[src/sv/ema_weight_averager_defines.svh]
// Assertion macros used by the averager's back part (emawa_back).
// Each macro samples on the rising edge of clock and is muted while reset is high.
`ifndef EMA_WEIGHT_AVERAGER_DEFINES_SVH
`define EMA_WEIGHT_AVERAGER_DEFINES_SVH

// The consequent must hold in the same cycle as the antecedent.
`define EMAWA_ASSERT_SAME(label, ante, cons, msg) \
   label: assert property (@(posedge clock) disable iff (reset) (ante) |-> (cons)) \
      else $error(msg);

// The consequent must hold in the cycle after the antecedent.
`define EMAWA_ASSERT_NEXT(label, ante, cons, msg) \
   label: assert property (@(posedge clock) disable iff (reset) (ante) |=> (cons)) \
      else $error(msg);

`endif

[src/sv/emawa_pkg.sv]
`default_nettype none

package emawa_pkg;

   // Store geometry and the width of a stored average.
   localparam int WEIGHT_DEPTH = 1024;
   localparam int BIAS_DEPTH   = 256;
   localparam int VALUE_WIDTH  = 32;

   // The clearing pass runs over the deeper of the two stores.
   localparam int SWEEP_DEPTH = (WEIGHT_DEPTH > BIAS_DEPTH) ? WEIGHT_DEPTH : BIAS_DEPTH;
   localparam int WIDX_W  = (WEIGHT_DEPTH > 1) ? $clog2(WEIGHT_DEPTH) : 1;
   localparam int BIDX_W  = (BIAS_DEPTH > 1) ? $clog2(BIAS_DEPTH) : 1;
   localparam int SWEEP_W = (SWEEP_DEPTH > 1) ? $clog2(SWEEP_DEPTH) : 1;

   // Fixed field widths of the ports.
   localparam int MODE_W      = 2;
   localparam int INDEX_W     = 10;
   localparam int FIELD_W     = 32;
   localparam int DECAY_W     = 16;
   localparam int WCOUNT_W    = 11;
   localparam int BCOUNT_W    = 9;
   localparam int CSR_INDEX_W = 2;
   localparam int CSR_DATA_W  = 16;

   // Register reset values.
   localparam logic [DECAY_W-1:0]  DECAY_RESET  = 16'd65470;
   localparam logic [WCOUNT_W-1:0] WCOUNT_RESET = 11'd1024;
   localparam logic [BCOUNT_W-1:0] BCOUNT_RESET = 9'd256;

   // Register indexes.
   localparam logic [CSR_INDEX_W-1:0] CSR_DECAY  = 2'd0;
   localparam logic [CSR_INDEX_W-1:0] CSR_WCOUNT = 2'd1;
   localparam logic [CSR_INDEX_W-1:0] CSR_BCOUNT = 2'd2;

   // Request modes.
   localparam logic [MODE_W-1:0] MODE_UPDATE = 2'd0;
   localparam logic [MODE_W-1:0] MODE_READ   = 2'd1;
   localparam logic [MODE_W-1:0] MODE_CLEAR  = 2'd2;

   // Region codes.
   localparam logic REGION_WEIGHT = 1'b0;
   localparam logic REGION_BIAS   = 1'b1;

   // Queue between the front and back parts.
   localparam int QUEUE_DEPTH = 2;
   localparam int QPTR_W = (QUEUE_DEPTH > 1) ? $clog2(QUEUE_DEPTH) : 1;
   localparam int QCNT_W = $clog2(QUEUE_DEPTH + 1);

   // Mixing arithmetic: a signed average times an 18-bit signed weight, two such summed.
   localparam int PROD_W     = VALUE_WIDTH + DECAY_W + 2;
   localparam int SUM_W      = PROD_W + 1;
   localparam int ROUND_HALF = 1 << (DECAY_W - 1);
   localparam int DECAY_ONE  = 1 << DECAY_W;

   typedef enum logic [1:0] {
      OP_UPDATE,
      OP_READ,
      OP_CLEAR,
      OP_NONE
   } op_type;

   // One classified word as it travels through the queue.
   typedef struct packed {
      op_type                         kind;
      logic                           in_range;
      logic                           region;
      logic [INDEX_W-1:0]             index;
      logic signed [VALUE_WIDTH-1:0]  value;
      logic                           last;
   } item_type;

   typedef struct packed {
      logic     valid;
      item_type item;
   } q_head_type;

   // One store entry: the written bit travels with the average.
   typedef struct packed {
      logic                           written;
      logic signed [VALUE_WIDTH-1:0]  avg;
   } entry_type;

   typedef enum logic [1:0] {
      BK_SWEEP,
      BK_IDLE,
      BK_LOOKUP,
      BK_MIX
   } back_state_type;

endpackage

`default_nettype wire

[src/sv/emawa_queue.sv]
`default_nettype none

module emawa_queue (
   input  wire logic                 clock,
   input  wire logic                 reset,
   input  wire logic                 push_i,
   input  wire emawa_pkg::item_type  item_i,
   input  wire logic                 pop_i,
   output emawa_pkg::q_head_type     head_o,
   output logic                      full_o
);

   emawa_pkg::item_type               entries_ff [emawa_pkg::QUEUE_DEPTH];
   logic [emawa_pkg::QPTR_W-1:0]      wr_ptr_ff, wr_ptr_in;
   logic [emawa_pkg::QPTR_W-1:0]      rd_ptr_ff, rd_ptr_in;
   logic [emawa_pkg::QCNT_W-1:0]      count_ff, count_in;
   logic                              do_push;
   logic                              do_pop;

   assign full_o  = (count_ff == emawa_pkg::QCNT_W'(emawa_pkg::QUEUE_DEPTH));
   assign do_push = push_i && !full_o;
   assign do_pop  = pop_i && (count_ff != '0);

   // Pointer and fill bookkeeping.
   always_comb begin
      wr_ptr_in = wr_ptr_ff;
      rd_ptr_in = rd_ptr_ff;
      count_in  = count_ff;
      if (do_push) begin
         wr_ptr_in = (wr_ptr_ff == emawa_pkg::QPTR_W'(emawa_pkg::QUEUE_DEPTH - 1))
                     ? '0 : wr_ptr_ff + 1'b1;
      end
      if (do_pop) begin
         rd_ptr_in = (rd_ptr_ff == emawa_pkg::QPTR_W'(emawa_pkg::QUEUE_DEPTH - 1))
                     ? '0 : rd_ptr_ff + 1'b1;
      end
      if (do_push && !do_pop) begin
         count_in = count_ff + 1'b1;
      end else if (do_pop && !do_push) begin
         count_in = count_ff - 1'b1;
      end
   end

   always_ff @(posedge clock) begin
      if (reset) begin
         wr_ptr_ff <= '0;
         rd_ptr_ff <= '0;
         count_ff  <= '0;
      end else begin
         wr_ptr_ff <= wr_ptr_in;
         rd_ptr_ff <= rd_ptr_in;
         count_ff  <= count_in;
      end
   end

   // Word storage needs no reset.
   always_ff @(posedge clock) begin
      if (do_push) begin
         entries_ff[wr_ptr_ff] <= item_i;
      end
   end

   assign head_o.valid = (count_ff != '0);
   assign head_o.item  = entries_ff[rd_ptr_ff];

endmodule

`default_nettype wire

[config.mk]
export PLATFORM = sky130hd
export DESIGN_NAME = emawa_queue
export DESIGN_NICKNAME = d
export VERILOG_FILES = /design/src/sv/ema_weight_averager_defines.svh /design/src/sv/emawa_pkg.sv /design/src/sv/emawa_queue.sv
export SDC_FILE = /design/constraint.sdc
export NUM_CORES = 1
export LEC_CHECK = 0
export BUFFER_PORTS_ARGS = -buffer_cell sky130_fd_sc_hd__buf_2
export CORE_MARGIN = 5
export CORE_UTILIZATION = 46
export DETAILED_ROUTE_END_ITERATION = 16
export PLACE_DENSITY = 0.83
export SLEW_MARGIN = 5
export SYNTH_ARGS = -nofsm -noshare
export SYNTH_HDL_FRONTEND = slang
export SYNTH_SLANG_ARGS = --single-unit
[constraint.sdc]
create_clock -name clock -period 2.1 [get_ports clock]
set_input_delay 0.105 -clock clock [delete_from_list [all_inputs] [get_ports clock]]
set_output_delay 0.105 -clock clock [all_outputs]
set_load 0.05 [all_outputs]
Word-level counts from Yosys, hierarchy flattened

Memories as Yosys holds them, arrays and structs flattened. A register that Yosys moved wholly into a read port is not among the register bits.
Index checks and enable logic that the tools add are counted.

Add/sub/neg operators: 4
Eq/ne operators: 1
Mux-type cells: 8
Reduce and logical (&&, ||, !) cells: 9

Operator list:

| operator            | number |
|---|---|
| $mux 1              | 6 |
| $logic_and 1x1->1   | 4 |
| $mux 2              | 2 |
| $reduce_bool 2->1   | 2 |
| $logic_not 1->1     | 3 |
| $add 1x1->1 const B | 2 |
| $add 2x1->2 const B | 1 |
| $eq 2x2->1 const B  | 1 |
| $sub 2x1->2 const B | 1 |

Register bits: 4
RAM bits: 94
Bits of input ports: 51
Output and inout port bits: 49
Logic and storage cells: 26
Memories kept: 1

Memories:

| memory     | depth | width | rd ports | clocked after Yosys merged registers in | wr ports | RTL line          | RTL |
|---|---|---|---|---|---|---|---|
| entries_ff | 2     | 47    | 1        | 1                                       | 1        | emawa_queue.sv:13 | `emawa_pkg::item_type entries_ff [emawa_pkg::QUEUE_DEPTH];` |

Logic depth before layout (Yosys ltp)

Depth after elaboration: 7
Mapped depth: 6
Mapped depth without buffers: 6

Least setup slack after synthesis

Ideal clock, no wire load.

Kind: reg2reg
Start point: register count_ff[1] in the netlist's numbering
End point: memory entries_ff[1][0] in the netlist's numbering, enable pin
Data arrival time: 1.858 ns
Data required time: 1.691 ns
Path slack: -0.168 ns
Cell stages (with the launch flop): 4
Buffers on the path: 0
Clock period less this slack: 2.268 ns
Cell sequence: dfxtp_1 -> nor2b_2 -> nor2_1 -> and2_1

Longest elaborated chain between the ends: 5

RTL lines:

| element                      | RTL line          | RTL |
|---|---|---|
| start, declared              | emawa_queue.sv:16 | `logic [emawa_pkg::QCNT_W-1:0] count_ff, count_in;` |
| start signal, assigned       | emawa_queue.sv:52 | `count_ff <= count_in;` |
| $eq 2x2->1                   | emawa_queue.sv:20 | `assign full_o = (count_ff == emawa_pkg::QCNT_W'(emawa_pkg::QUEUE_DEPTH));` |
| via full_o                   | emawa_queue.sv:10 | `output logic full_o` |
| $logic_not 1->1              | emawa_queue.sv:21 | `assign do_push = push_i && !full_o;` |
| $logic_and 1x1->1            | emawa_queue.sv:21 |  |
| $mux 1                       | emawa_queue.sv:58 | `if (do_push) begin` |
| $mux 1 (implied by the code) | emawa_queue.sv:59 | `entries_ff[wr_ptr_ff] <= item_i;` |
| end, declared                | emawa_queue.sv:13 |  |

The timed path passes the listed nets, and every way through them passes these cells.

==> flow_metrics.py <==
metrics = {
    "synthesis": {
        "synth.avg_cell_area_um2": 21.1,
        "synth_nets": 223,
        "synth-seq-area-share_pct": 81.0,
        "synth_top_area_share_pct": 78.3,
        "yosys-top-cells-count": "94 x edfxtp_1, 47 x mux2_2, 5 x dfxtp_1",
        "synth-seq-cells": 99,
        "synth_edf_count": 94,
        "synth.most_common_cell": "edfxtp_1",
        "synthCells": 171,
        "ys_warn_count": 0,
        "synthDistinctLibCells": 15,
        "synth_top_area_cell": "edfxtp_1",
        "netlist_area_mm2": 0.00361,
        "synth_area_leaders": "edfxtp_1 78%, mux2_2 15%, dfxtp_1 2.8%",
        "synth_flop_cell": "edfxtp_1",
        "synthArstFlopShare_pct": 0,
    },
    "floorplanning": {
        "dieArea_mm2": 0.00971,
        "die_w_um": 98.6,
        "fp-row-count": 32,
        "fp.dieH_um": 98.6,
        "core-area_mm2": 0.00769,
        "ios": 100,
        "start_util_pct": 46.9,
    },
    "finish": {
        "n_fill_cell": 549,
        "antenna_cells": 0,
        "drive_gt1_share_pct": 51.3,
        "fin_cells": 437,
        "syn_to_final_growth_pct": 36.0,
        "final_nets": 382,
        "utilization_pct": 63.8,
    },
    "global_route": {
        "grt_pass1_vias": 2287,
        "grt_pass1_wl_mm": 10.6,
        "grt_use_total_pct": 14.1,
        "grt_max_degree": 30,
        "overflow": 0,
        "antenna_found_initial": 0,
    },
    "timing": {
        "tightest_slew_ns": 0.380,
        "setup-violations-final": 0,
        "fmax_mhz": 574,
        "period_share_pct": 82.9,
        "rsz0062_at_grt": "false",
        "period_needed_ns": 1.74,
        "maxSlewHeadroom_pct": 74.7,
        "slew_viol_final": 0,
        "hold_violations": 0,
        "setup_tns_ns": 0,
        "fin_worst_skew_ns": 0.0115,
        "setup_slack_ns": 0.358,
    },
    "cts": {
        "htreeDepth": 3,
        "cts_setup_buffers": 0,
        "cts-buffers-inserted": 9,
        "cts_hold_buf": 48,
        "clock_latency_ns": 0.35,
        "cts_tree": "yes",
        "cts_root_buffer": "clkbuf_8",
        "cts.clk_slew.worst_paths_ns": 0.09,
        "cts.sinks": 99,
        "cts_resized": 0,
        "clock_path_buffers": 2,
    },
    "routing": {
        "viasPerCell": 4.70,
        "drt-total-wl_mm": 6.58,
        "drtAntennaViolNets": 0,
        "dr.pass1.iters": 5,
        "drc_errors": 0,
        "num_vias": 2054,
        "drt_iter0_drc": 44,
        "wl_per_cell_um": 15.1,
    },
    "worst_setup_path": {
        "reg2reg_slack_ns": 0.44,
        "crit_arrival_ns": 1.64,
        "crit_path_max_fanout": 29,
        "cp.required_ns": 2.00,
        "endpoint_kind": "output pin",
        "cp_slowest_stage_delay_ns": 0.39,
        "critPathLaunchType": "flop",
        "critPathKind": "reg2out",
        "crit_chain": "buf_4 > mux2_2 > buf_2",
        "cp_slowest_cell": "mux2_2",
    },
    "placement": {
        "port_buffers": 99,
        "gp_congestion": 0.691,
        "dp_cells": 373,
        "place_ws_ns": 0.446,
        "dpl.hpwl_mm": 4.26,
    },
    "power_and_ir_drop": {
        "power_density_mw_per_mm2": 1220,
        "ir_drop_v": 0.00108,
        "power_leakage_nw": 1.85,
    },
    "worst_hold_path": {
        "hp-class": "in2reg",
    },
    "outcome": {
        "outcome": "completed",
    },
    "run": {
        "max_cap_viol_count": 0,
    },
}
worst paths after layout:
kind	end	cells after the start	startpoint
setup / recovery	head_o[46]	3	flop
hold / removal	wr_ptr_ff	4	push_i
setup reg to reg	entries_ff[0][16]	4	count_ff[0]
hold reg to reg	wr_ptr_ff	2	wr_ptr_ff
logic make-up (layout without fill, tap and decap cells):
group	count (synthesis)	count (layout)	synth area share [%]
flops	99	99	81.0
mux	47	47	14.7
simple gates	9	9	1.35
buf+inv	7	171	1.18
compound gates	5	5	0.694
xor+xnor	3	3	0.729
fa+ha+maj	1	1	0.347
flip-flops by register name, indices dropped and copies added, names as in the netlist, named ones only:
signal,flops
entries_ff,94
count_ff,2
rd_ptr_ff,1
wr_ptr_ff,1
report_power, final:
part | switching, W | internal [W]
Clock | 0.000631 | 0.000434
Sequential | 0.0000783 | 0.00248
Combinational | 0.00168 | 0.000708
Total | 0.00239 | 0.00362
area by class of cell:
cell class | instances | area (um2) | share of cell area [%]
well taps | 102 | 128 | 2.60
repair buffers | 153 | 1020 | 20.8
inverters | 2 | 11.3 | 0.229
clock inverters | 7 | 51.3 | 1.05
clock buffers | 9 | 124 | 2.52
flip-flops and latches | 99 | 2920 | 59.6
multi-input cells | 65 | 648 | 13.2
through the flow:
step / cell area, um2 / hold WS (ns) / power, W
floorplan: 3620 / 0.174 / 0.00445
global placement: 4250 / 0.294 / 0.00491
detailed placement: 4250 / 0.297 / 0.00494
CTS: 4910 / 0.139 / 0.00608
global route: 4910 / 0.197 / 0.00629
finish: 4910 / 0.167 / 0.00601
layout by cell type, fill, tap and decap left out:
cell type,netlist,layout
dfxtp_1,5,4
dlygate4sd3_1,0,48
inv_6,0,2
buf_4,4,6
edfxtp_1,94,94
o21ai_0,3,3
buf_2,1,99
inv_1,2,1
xor2_1,3,3
or3_1,2,2
a21oi_1,2,2
clkinvlp_4,0,5
nor2_1,4,4
or2_2,1,1
nor2b_4,0,1
ha_1,1,1
clkbuf_8,0,9
and2_2,0,1
dfxtp_2,0,1
clkinv_1,0,1
mux2_2,47,47
worst max-delay path: cells and delay by family (launching register included):
family / cells / cell delay (ns)
buf+inv: 2 / 0.55
mux: 1 / 0.39
flops: 1 / 0.33
metal layers:
metal / share of wire, % / track usage (%)
met4: 2.3 / 5.99
met1: 37 / 14.5
met5: 0 / 0
met3: 6.5 / 4.60
met2: 54 / 26.2
Note: power is estimated with default switching activity, not from simulation.
