`src/sv/ema_weight_averager_defines.svh`:
```
// Assertion macros used by the averager's back part (emawa_back).
// Each macro samples on the rising edge of clock and is muted while reset is high.
`ifndef EMA_WEIGHT_AVERAGER_DEFINES_SVH
`define EMA_WEIGHT_AVERAGER_DEFINES_SVH

// The consequent must hold in the same cycle as the antecedent.
`define EMAWA_ASSERT_SAME(label, ante, cons, msg) \
   label: assert property (@(posedge clock) disable iff (reset) (ante) |-> (cons)) \
      else $error(msg);

// The consequent must hold in the cycle after the antecedent.
`define EMAWA_ASSERT_NEXT(label, ante, cons, msg) \
   label: assert property (@(posedge clock) disable iff (reset) (ante) |=> (cons)) \
      else $error(msg);

`endif

```
`src/sv/emawa_pkg.sv`:
```
`default_nettype none

package emawa_pkg;

   // Store geometry and the width of a stored average.
   localparam int WEIGHT_DEPTH = 1024;
   localparam int BIAS_DEPTH   = 256;
   localparam int VALUE_WIDTH  = 32;

   // The clearing pass runs over the deeper of the two stores.
   localparam int SWEEP_DEPTH = (WEIGHT_DEPTH > BIAS_DEPTH) ? WEIGHT_DEPTH : BIAS_DEPTH;
   localparam int WIDX_W  = (WEIGHT_DEPTH > 1) ? $clog2(WEIGHT_DEPTH) : 1;
   localparam int BIDX_W  = (BIAS_DEPTH > 1) ? $clog2(BIAS_DEPTH) : 1;
   localparam int SWEEP_W = (SWEEP_DEPTH > 1) ? $clog2(SWEEP_DEPTH) : 1;

   // Fixed field widths of the ports.
   localparam int MODE_W      = 2;
   localparam int INDEX_W     = 10;
   localparam int FIELD_W     = 32;
   localparam int DECAY_W     = 16;
   localparam int WCOUNT_W    = 11;
   localparam int BCOUNT_W    = 9;
   localparam int CSR_INDEX_W = 2;
   localparam int CSR_DATA_W  = 16;

   // Register reset values.
   localparam logic [DECAY_W-1:0]  DECAY_RESET  = 16'd65470;
   localparam logic [WCOUNT_W-1:0] WCOUNT_RESET = 11'd1024;
   localparam logic [BCOUNT_W-1:0] BCOUNT_RESET = 9'd256;

   // Register indexes.
   localparam logic [CSR_INDEX_W-1:0] CSR_DECAY  = 2'd0;
   localparam logic [CSR_INDEX_W-1:0] CSR_WCOUNT = 2'd1;
   localparam logic [CSR_INDEX_W-1:0] CSR_BCOUNT = 2'd2;

   // Request modes.
   localparam logic [MODE_W-1:0] MODE_UPDATE = 2'd0;
   localparam logic [MODE_W-1:0] MODE_READ   = 2'd1;
   localparam logic [MODE_W-1:0] MODE_CLEAR  = 2'd2;

   // Region codes.
   localparam logic REGION_WEIGHT = 1'b0;
   localparam logic REGION_BIAS   = 1'b1;

   // Queue between the front and back parts.
   localparam int QUEUE_DEPTH = 2;
   localparam int QPTR_W = (QUEUE_DEPTH > 1) ? $clog2(QUEUE_DEPTH) : 1;
   localparam int QCNT_W = $clog2(QUEUE_DEPTH + 1);

   // Mixing arithmetic: a signed average times an 18-bit signed weight, two such summed.
   localparam int PROD_W     = VALUE_WIDTH + DECAY_W + 2;
   localparam int SUM_W      = PROD_W + 1;
   localparam int ROUND_HALF = 1 << (DECAY_W - 1);
   localparam int DECAY_ONE  = 1 << DECAY_W;

   typedef enum logic [1:0] {
      OP_UPDATE,
      OP_READ,
      OP_CLEAR,
      OP_NONE
   } op_type;

   // One classified word as it travels through the queue.
   typedef struct packed {
      op_type                         kind;
      logic                           in_range;
      logic                           region;
      logic [INDEX_W-1:0]             index;
      logic signed [VALUE_WIDTH-1:0]  value;
      logic                           last;
   } item_type;

   typedef struct packed {
      logic     valid;
      item_type item;
   } q_head_type;

   // One store entry: the written bit travels with the average.
   typedef struct packed {
      logic                           written;
      logic signed [VALUE_WIDTH-1:0]  avg;
   } entry_type;

   typedef enum logic [1:0] {
      BK_SWEEP,
      BK_IDLE,
      BK_LOOKUP,
      BK_MIX
   } back_state_type;

endpackage

`default_nettype wire

```
`src/sv/emawa_front.sv`:
```
`default_nettype none

module emawa_front (
   input  wire logic                                clock,
   input  wire logic                                reset,
   input  wire logic                                csr_we,
   input  wire logic [emawa_pkg::CSR_INDEX_W-1:0]   csr_index,
   input  wire logic [emawa_pkg::CSR_DATA_W-1:0]    csr_wdata,
   input  wire logic [emawa_pkg::MODE_W-1:0]        req_mode,
   input  wire logic                                req_region,
   input  wire logic [emawa_pkg::INDEX_W-1:0]       req_index,
   input  wire logic signed [emawa_pkg::FIELD_W-1:0] req_value,
   input  wire logic                                req_last,
   output emawa_pkg::item_type                      item_o,
   output logic [emawa_pkg::DECAY_W-1:0]            decay_o
);

   logic [emawa_pkg::DECAY_W-1:0]  decay_ff, decay_in;
   logic [emawa_pkg::WCOUNT_W-1:0] wcount_ff, wcount_in;
   logic [emawa_pkg::BCOUNT_W-1:0] bcount_ff, bcount_in;
   logic                           weight_ok;
   logic                           bias_ok;

   // Configuration register writes; unknown indexes are dropped.
   always_comb begin
      decay_in  = decay_ff;
      wcount_in = wcount_ff;
      bcount_in = bcount_ff;
      if (csr_we) begin
         case (csr_index)
            emawa_pkg::CSR_DECAY: begin
               decay_in = csr_wdata[emawa_pkg::DECAY_W-1:0];
            end
            emawa_pkg::CSR_WCOUNT: begin
               wcount_in = csr_wdata[emawa_pkg::WCOUNT_W-1:0];
            end
            emawa_pkg::CSR_BCOUNT: begin
               bcount_in = csr_wdata[emawa_pkg::BCOUNT_W-1:0];
            end
            default: begin
            end
         endcase
      end
   end

   always_ff @(posedge clock) begin
      if (reset) begin
         decay_ff  <= emawa_pkg::DECAY_RESET;
         wcount_ff <= emawa_pkg::WCOUNT_RESET;
         bcount_ff <= emawa_pkg::BCOUNT_RESET;
      end else begin
         decay_ff  <= decay_in;
         wcount_ff <= wcount_in;
         bcount_ff <= bcount_in;
      end
   end

   // An index must sit below both the count in use and the store depth.
   assign weight_ok = ({1'b0, req_index} < wcount_ff)
                      && (int'(req_index) < emawa_pkg::WEIGHT_DEPTH);
   assign bias_ok   = (req_index < emawa_pkg::INDEX_W'(bcount_ff))
                      && (int'(req_index) < emawa_pkg::BIAS_DEPTH);

   // Classify the incoming word for the back part.
   always_comb begin
      case (req_mode)
         emawa_pkg::MODE_UPDATE: begin
            item_o.kind = emawa_pkg::OP_UPDATE;
         end
         emawa_pkg::MODE_READ: begin
            item_o.kind = emawa_pkg::OP_READ;
         end
         emawa_pkg::MODE_CLEAR: begin
            item_o.kind = emawa_pkg::OP_CLEAR;
         end
         default: begin
            item_o.kind = emawa_pkg::OP_NONE;
         end
      endcase
      item_o.in_range = (req_region == emawa_pkg::REGION_BIAS) ? bias_ok : weight_ok;
      item_o.region   = req_region;
      item_o.index    = req_index;
      item_o.value    = emawa_pkg::VALUE_WIDTH'(req_value);
      item_o.last     = req_last;
   end

   assign decay_o = decay_ff;

endmodule

`default_nettype wire

```
`config.mk`:
```
export PLATFORM = sky130hd
export DESIGN_NAME = emawa_front
export DESIGN_NICKNAME = d
export VERILOG_FILES = /design/src/sv/ema_weight_averager_defines.svh /design/src/sv/emawa_pkg.sv /design/src/sv/emawa_front.sv
export SDC_FILE = /design/constraint.sdc
export NUM_CORES = 1
export LEC_CHECK = 0
export ABC_AREA = 1
export CAP_MARGIN = 20
export CORE_MARGIN = 5
export CORE_UTILIZATION = 62
export CTS_BUF_LIST = sky130_fd_sc_hd__clkbuf_8 sky130_fd_sc_hd__clkbuf_16
export CTS_CLUSTER_SIZE = 40
export DETAILED_ROUTE_END_ITERATION = 16
export DONT_BUFFER_PORTS = 1
export HOLD_SLACK_MARGIN = 0.06
export MAX_ROUTING_LAYER = met4
export PLACE_DENSITY = 0.87
export SLEW_MARGIN = 20
export SYNTH_ARGS = -nofsm -noshare
export SYNTH_HDL_FRONTEND = slang
export SYNTH_SLANG_ARGS = --single-unit
```
`constraint.sdc`:
```
create_clock -name clock -period 1.6 [get_ports clock]
set_clock_uncertainty 0.1 [all_clocks]
set_input_delay 0.16 -clock clock [delete_from_list [all_inputs] [get_ports clock]]
set_output_delay 0.16 -clock clock [all_outputs]
set_load 0.05 [all_outputs]
```
======== Word level (Yosys, flattened, before mapping) ========
Cells that the tools add are included.
Widths: inputs -> output; s select.
cells by class
  divide/modulo/power cells ............... 0
  shifts and indexed selects .............. 0
  eq/ne operators ......................... 4
  muxes and demuxes ....................... 2
  reductions and logical operators ........ 6
  bitwise logic cells ..................... 0
  add/subtract/negate cells ............... 0
  multipliers ............................. 0
  magnitude comparators ................... 3
operators by type and width
  kind                 count
  $lt 10x11->1         1
  $lt 10x9->1          1
  $lt 10x9->1 const B  1
  $pmux 2 s3           1
  $reduce_and 2->1     3
  $eq 2x1->1 const B   2
  $eq 2x2->1 const B   2
  $logic_not 2->1      2
  $logic_and 1x1->1    1
  $mux 1               1
storage, ports and cells
  bits in writable memories ............... 0
  ROM bits ................................ 0
  register bits after elaboration ......... 36
  bits of input ports ..................... 67
  bits in latches ......................... 0
  word-level logic and storage cells ...... 18
  memories ................................ 0

======== Logic depth before layout (Yosys ltp) ========
  word-level depth ........................ 3
  mapped depth ............................ 9
  mapped depth without buffers ............ 9

======== Least setup slack after synthesis ========
OpenSTA, ideal clock, no wires.
  kind .................................... register to output
  start point ............................. reg bcount_ff[5] (netlist name)
  end point ............................... out item_o[44] (netlist name)
  path buffers ............................ 0
  path slack .............................. 80 ps
  stages on the path, launching flop included .. 10
  data arrival time ....................... 1260 ps
  data required time ...................... 1340 ps
  path through ............................ dfxtp_1 inv_1 ha_1 nand2_1 inv_1 nand2_1 nand2_1 nand2_1 nand3_1 nand2_1
RTL lines
  item                      RTL line           source
  start: declaration        emawa_front.sv:20  logic [emawa_pkg::BCOUNT_W-1:0] bcount_ff, bcount_in;
  start signal: assignment  emawa_front.sv:50  bcount_ff <= emawa_pkg::BCOUNT_RESET;
  start signal: assignment  emawa_front.sv:54  bcount_ff <= bcount_in;
  end: declaration          emawa_front.sv:14  output emawa_pkg::item_type item_o,

==> flow_metrics.py <==
metrics = {
    "synthesis": {
        "yosysWarnings": 0,
        "synth-seq-cells": 36,
        "synth_most_common_cell": "nand2_1",
        "synth.top_cells.by_count": "70 x nand2_1, 46 x buf_4, 40 x inv_1, 36 x dfxtp_1",
        "syn_inst": 294,
        "yosysSeqAreaShare_pct": 34.10,
        "synth_top_cell_area_share_pct": 34.10,
        "synth_edf_count": 0,
        "syn-num-nets": 378,
        "synth_area_um2": 2113,
        "async_flop_share_pct": 0,
        "yosysUniqueCellTypes": 18,
        "post-synth-top-area-cell": "dfxtp_1",
        "synth_area_leaders": "dfxtp_1 34%, buf_4 16%, nand2_1 12%, ha_1 10%, inv_1 7.1%",
        "synth_area_per_cell_um2": 7.188,
        "synth_top_flop_cell": "dfxtp_1",
    },
    "drt": {
        "drt_iter0_drc": 59,
        "route.detailed.drc": 0,
        "ant_nets": 0,
        "wl_per_cell_um": 13.51,
        "routed_wl_um": 4350,
        "via_per_inst": 5.078,
        "dr.pass1.iters": 4,
        "via_count": 1635,
    },
    "worst_setup_path": {
        "r2r_cells": 2,
        "crit_fanout": 2,
        "crit_end": "item_o[44]",
        "regToRegStartpoint": "decay_o[3]$_SDFFE_PP1P_",
        "end_kind": "primary output",
        "reg2reg_to": "decay_o[3]$_SDFFE_PP1P_",
        "arrival_ps": 1540,
        "critPathKind": "reg2out",
        "startpoint_type": "register",
        "r2r_setup_slack_ps": 540,
        "crit_required_ps": 1340,
        "cp-startpoint": "wcount_ff[2]$_SDFFE_PP0P_",
    },
    "sta": {
        "slew_headroom_pct": 44.19,
        "hold_violations": 0,
        "post-route-period-util_pct": 112.7,
        "finalSetupViolations": 1,
        "worst_slack_ps": -203.9,
        "worstMarginPinSlew_ps": 832.1,
        "finalMaxSlewViolations": 0,
        "max_clock_freq_mhz": 554.4,
        "finalSetupTns_ps": -203.9,
        "fin_crit_ps": 1804,
        "worst_hold_slack_ps": 76.51,
        "rsz0062_at_grt": "true",
    },
    "die": {
        "start_util_pct": 63.83,
        "die_h_um": 68.38,
        "rows": 21,
        "dieArea_um2": 4676,
        "die_x_um": 68.38,
        "ios": 130,
        "core_um2": 3311,
    },
    "run_status": {
        "violations": "negative setup slack",
        "outcome": "finished, violations left",
    },
    "cts": {
        "cts.sinks": 36,
        "htree_levels": 2,
        "clock_path_buffers": 2,
        "clkTransAtPathRegs_ps": 60,
        "cts-root-buf": "clkbuf_8",
        "cts_buffers": 5,
        "clk_latency_ps": 280,
        "cts_tree": "done",
    },
    "global_routing": {
        "grt_max_degree": 37,
        "grt_pass1_vias": 1564,
        "antenna_found_initial": 0,
        "grt_usage_pct": 20.39,
        "grt_pass1_wl_um": 6872,
        "grt-ovfl-total": 0,
    },
    "power_and_ir_drop": {
        "p_int_mw": 1.439,
        "power_frac_comb_pct": 17.5,
        "seq_power_share_pct": 51.1,
        "swShare_pct": 28.35,
        "p_clk_share_pct": 31.4,
        "p_leak_nw": 1.069,
        "power_density_nw_per_um2": 870.8,
        "power_switching_uw": 569.2,
        "peakVddDrop_v": 0.0008049,
    },
    "finish": {
        "syn2layout_area_growth_pct": 9.118,
        "fin_util_pct": 69.65,
        "diodes": 0,
        "drive_gt1_share_pct": 17.39,
        "fin_nets": 359,
    },
    "placed_design": {
        "routabilityCongestion": 0.8130,
        "portBuffers": 0,
        "dp_hpwl_um": 2932,
    },
    "min_path": {
        "hold_class": "in2reg",
    },
    "run": {
        "drv_cap": 0,
    },
}
[placed cells by master, fill, tap and decap left out, types with 4 or more instances in the layout]
cell type and n:
dfxtp_2 5, buf_4 8, inv_1 34, o21ai_0 20
inv_2 9, ha_4 10, nand2_2 4, a21oi_1 19
nand3_1 18, ha_1 7, dlygate4sd3_1 19, nand2_1 66
nor2_1 11, clkbuf_8 6, dfxtp_1 31
[worst min-delay path by stage]
stage | startpoint | to | slack [ps] | cells after the start
2_1_floorplan | csr_wdata[10] | decay_o[10]$_SDFFE_PP1P_ | 190 | 2
3_3_place_gp | csr_wdata[15] | decay_o[15]$_SDFFE_PP1P_ | 190 | 2
3_5_place_dp | csr_wdata[13] | decay_o[13]$_SDFFE_PP1P_ | 200 | 2
4_1_cts | csr_index[0] | wcount_ff[1]$_SDFFE_PP0P_ | 80 | 2
5_1_grt | csr_index[0] | wcount_ff[2]$_SDFFE_PP0P_ | 100 | 2
6_report | csr_index[0] | wcount_ff[1]$_SDFFE_PP0P_ | 80 | 2
[power by group through the flow]
stage               Sequential [mW]  Combinational, mW  Clock (mW)
finish                         1.03              0.352       0.630
global route                   1.03              0.401       0.698
CTS                            1.02              0.311       0.646
detailed placement             1.04              0.257           0
global placement               1.04              0.245           0
floorplan                      1.05              0.495           0
[per-layer routing]
metal	part of all wire, %	up-vias	track usage, %
li1	-	833	-
met1	39	727	21.73
met2	47	61	31.59
met3	10	14	9.524
met4	2.8	0	10.17
met5	0	-	-
[per-stage QoR]
stage | cells | power (mW) | cell area, um2 | setup slack, ps
2_1_floorplan | 294 | 1.546 | 2113 | 80.22
3_3_place_gp | 293 | 1.287 | 1851 | 83.11
3_5_place_dp | 293 | 1.299 | 1851 | 52.44
4_1_cts | 320 | 1.980 | 2153 | -209.1
5_1_grt | 322 | 2.131 | 2306 | -292.0
6_report | 322 | 2.008 | 2306 | -203.9
[area by class of cell]
class,instances,area [um2]
Multi-Input combinational cell,162,1003
Clock buffer,6,82.58
Fill cell,248,1005
Sequential cell,36,726.9
Timing Repair Buffer,28,270.3
Inverter,42,157.7
Clock inverter,2,7.507
Tap cell,46,57.56
[flip-flops by register name, indices dropped and copies added, names as in the netlist]
name / cells
bcount_ff: 9
wcount_ff: 11
decay_o: 16
[timing repair]
action | in CTS | in global routing
hold buffers | 19 | 0
endpoints found under the setup margin | 1 | 1
resized for setup | 6 | 26
buffers inserted | 0 | 2
hold endpoints to repair | 36 | 0
pin swaps | 0 | 9
gates cloned | 0 | 0
[cell families after synthesis]
kind of cell,count (synthesis),synth area share [%]
buf+inv,96,25.69
compound gates,41,9.829
simple gates,104,20.31
fa+ha+maj,17,10.06
flops,36,34.10
[critical path, cell delays in order, from the launching register on]
cell	delay [ps]
dfxtp_1	320
inv_1	50
ha_1	300
a21oi_2	130
nand2_1	80
nand2_1	80
nand3_2	70
nand2_2	90
buf_12	130
(Power assumes the default switching activity.)
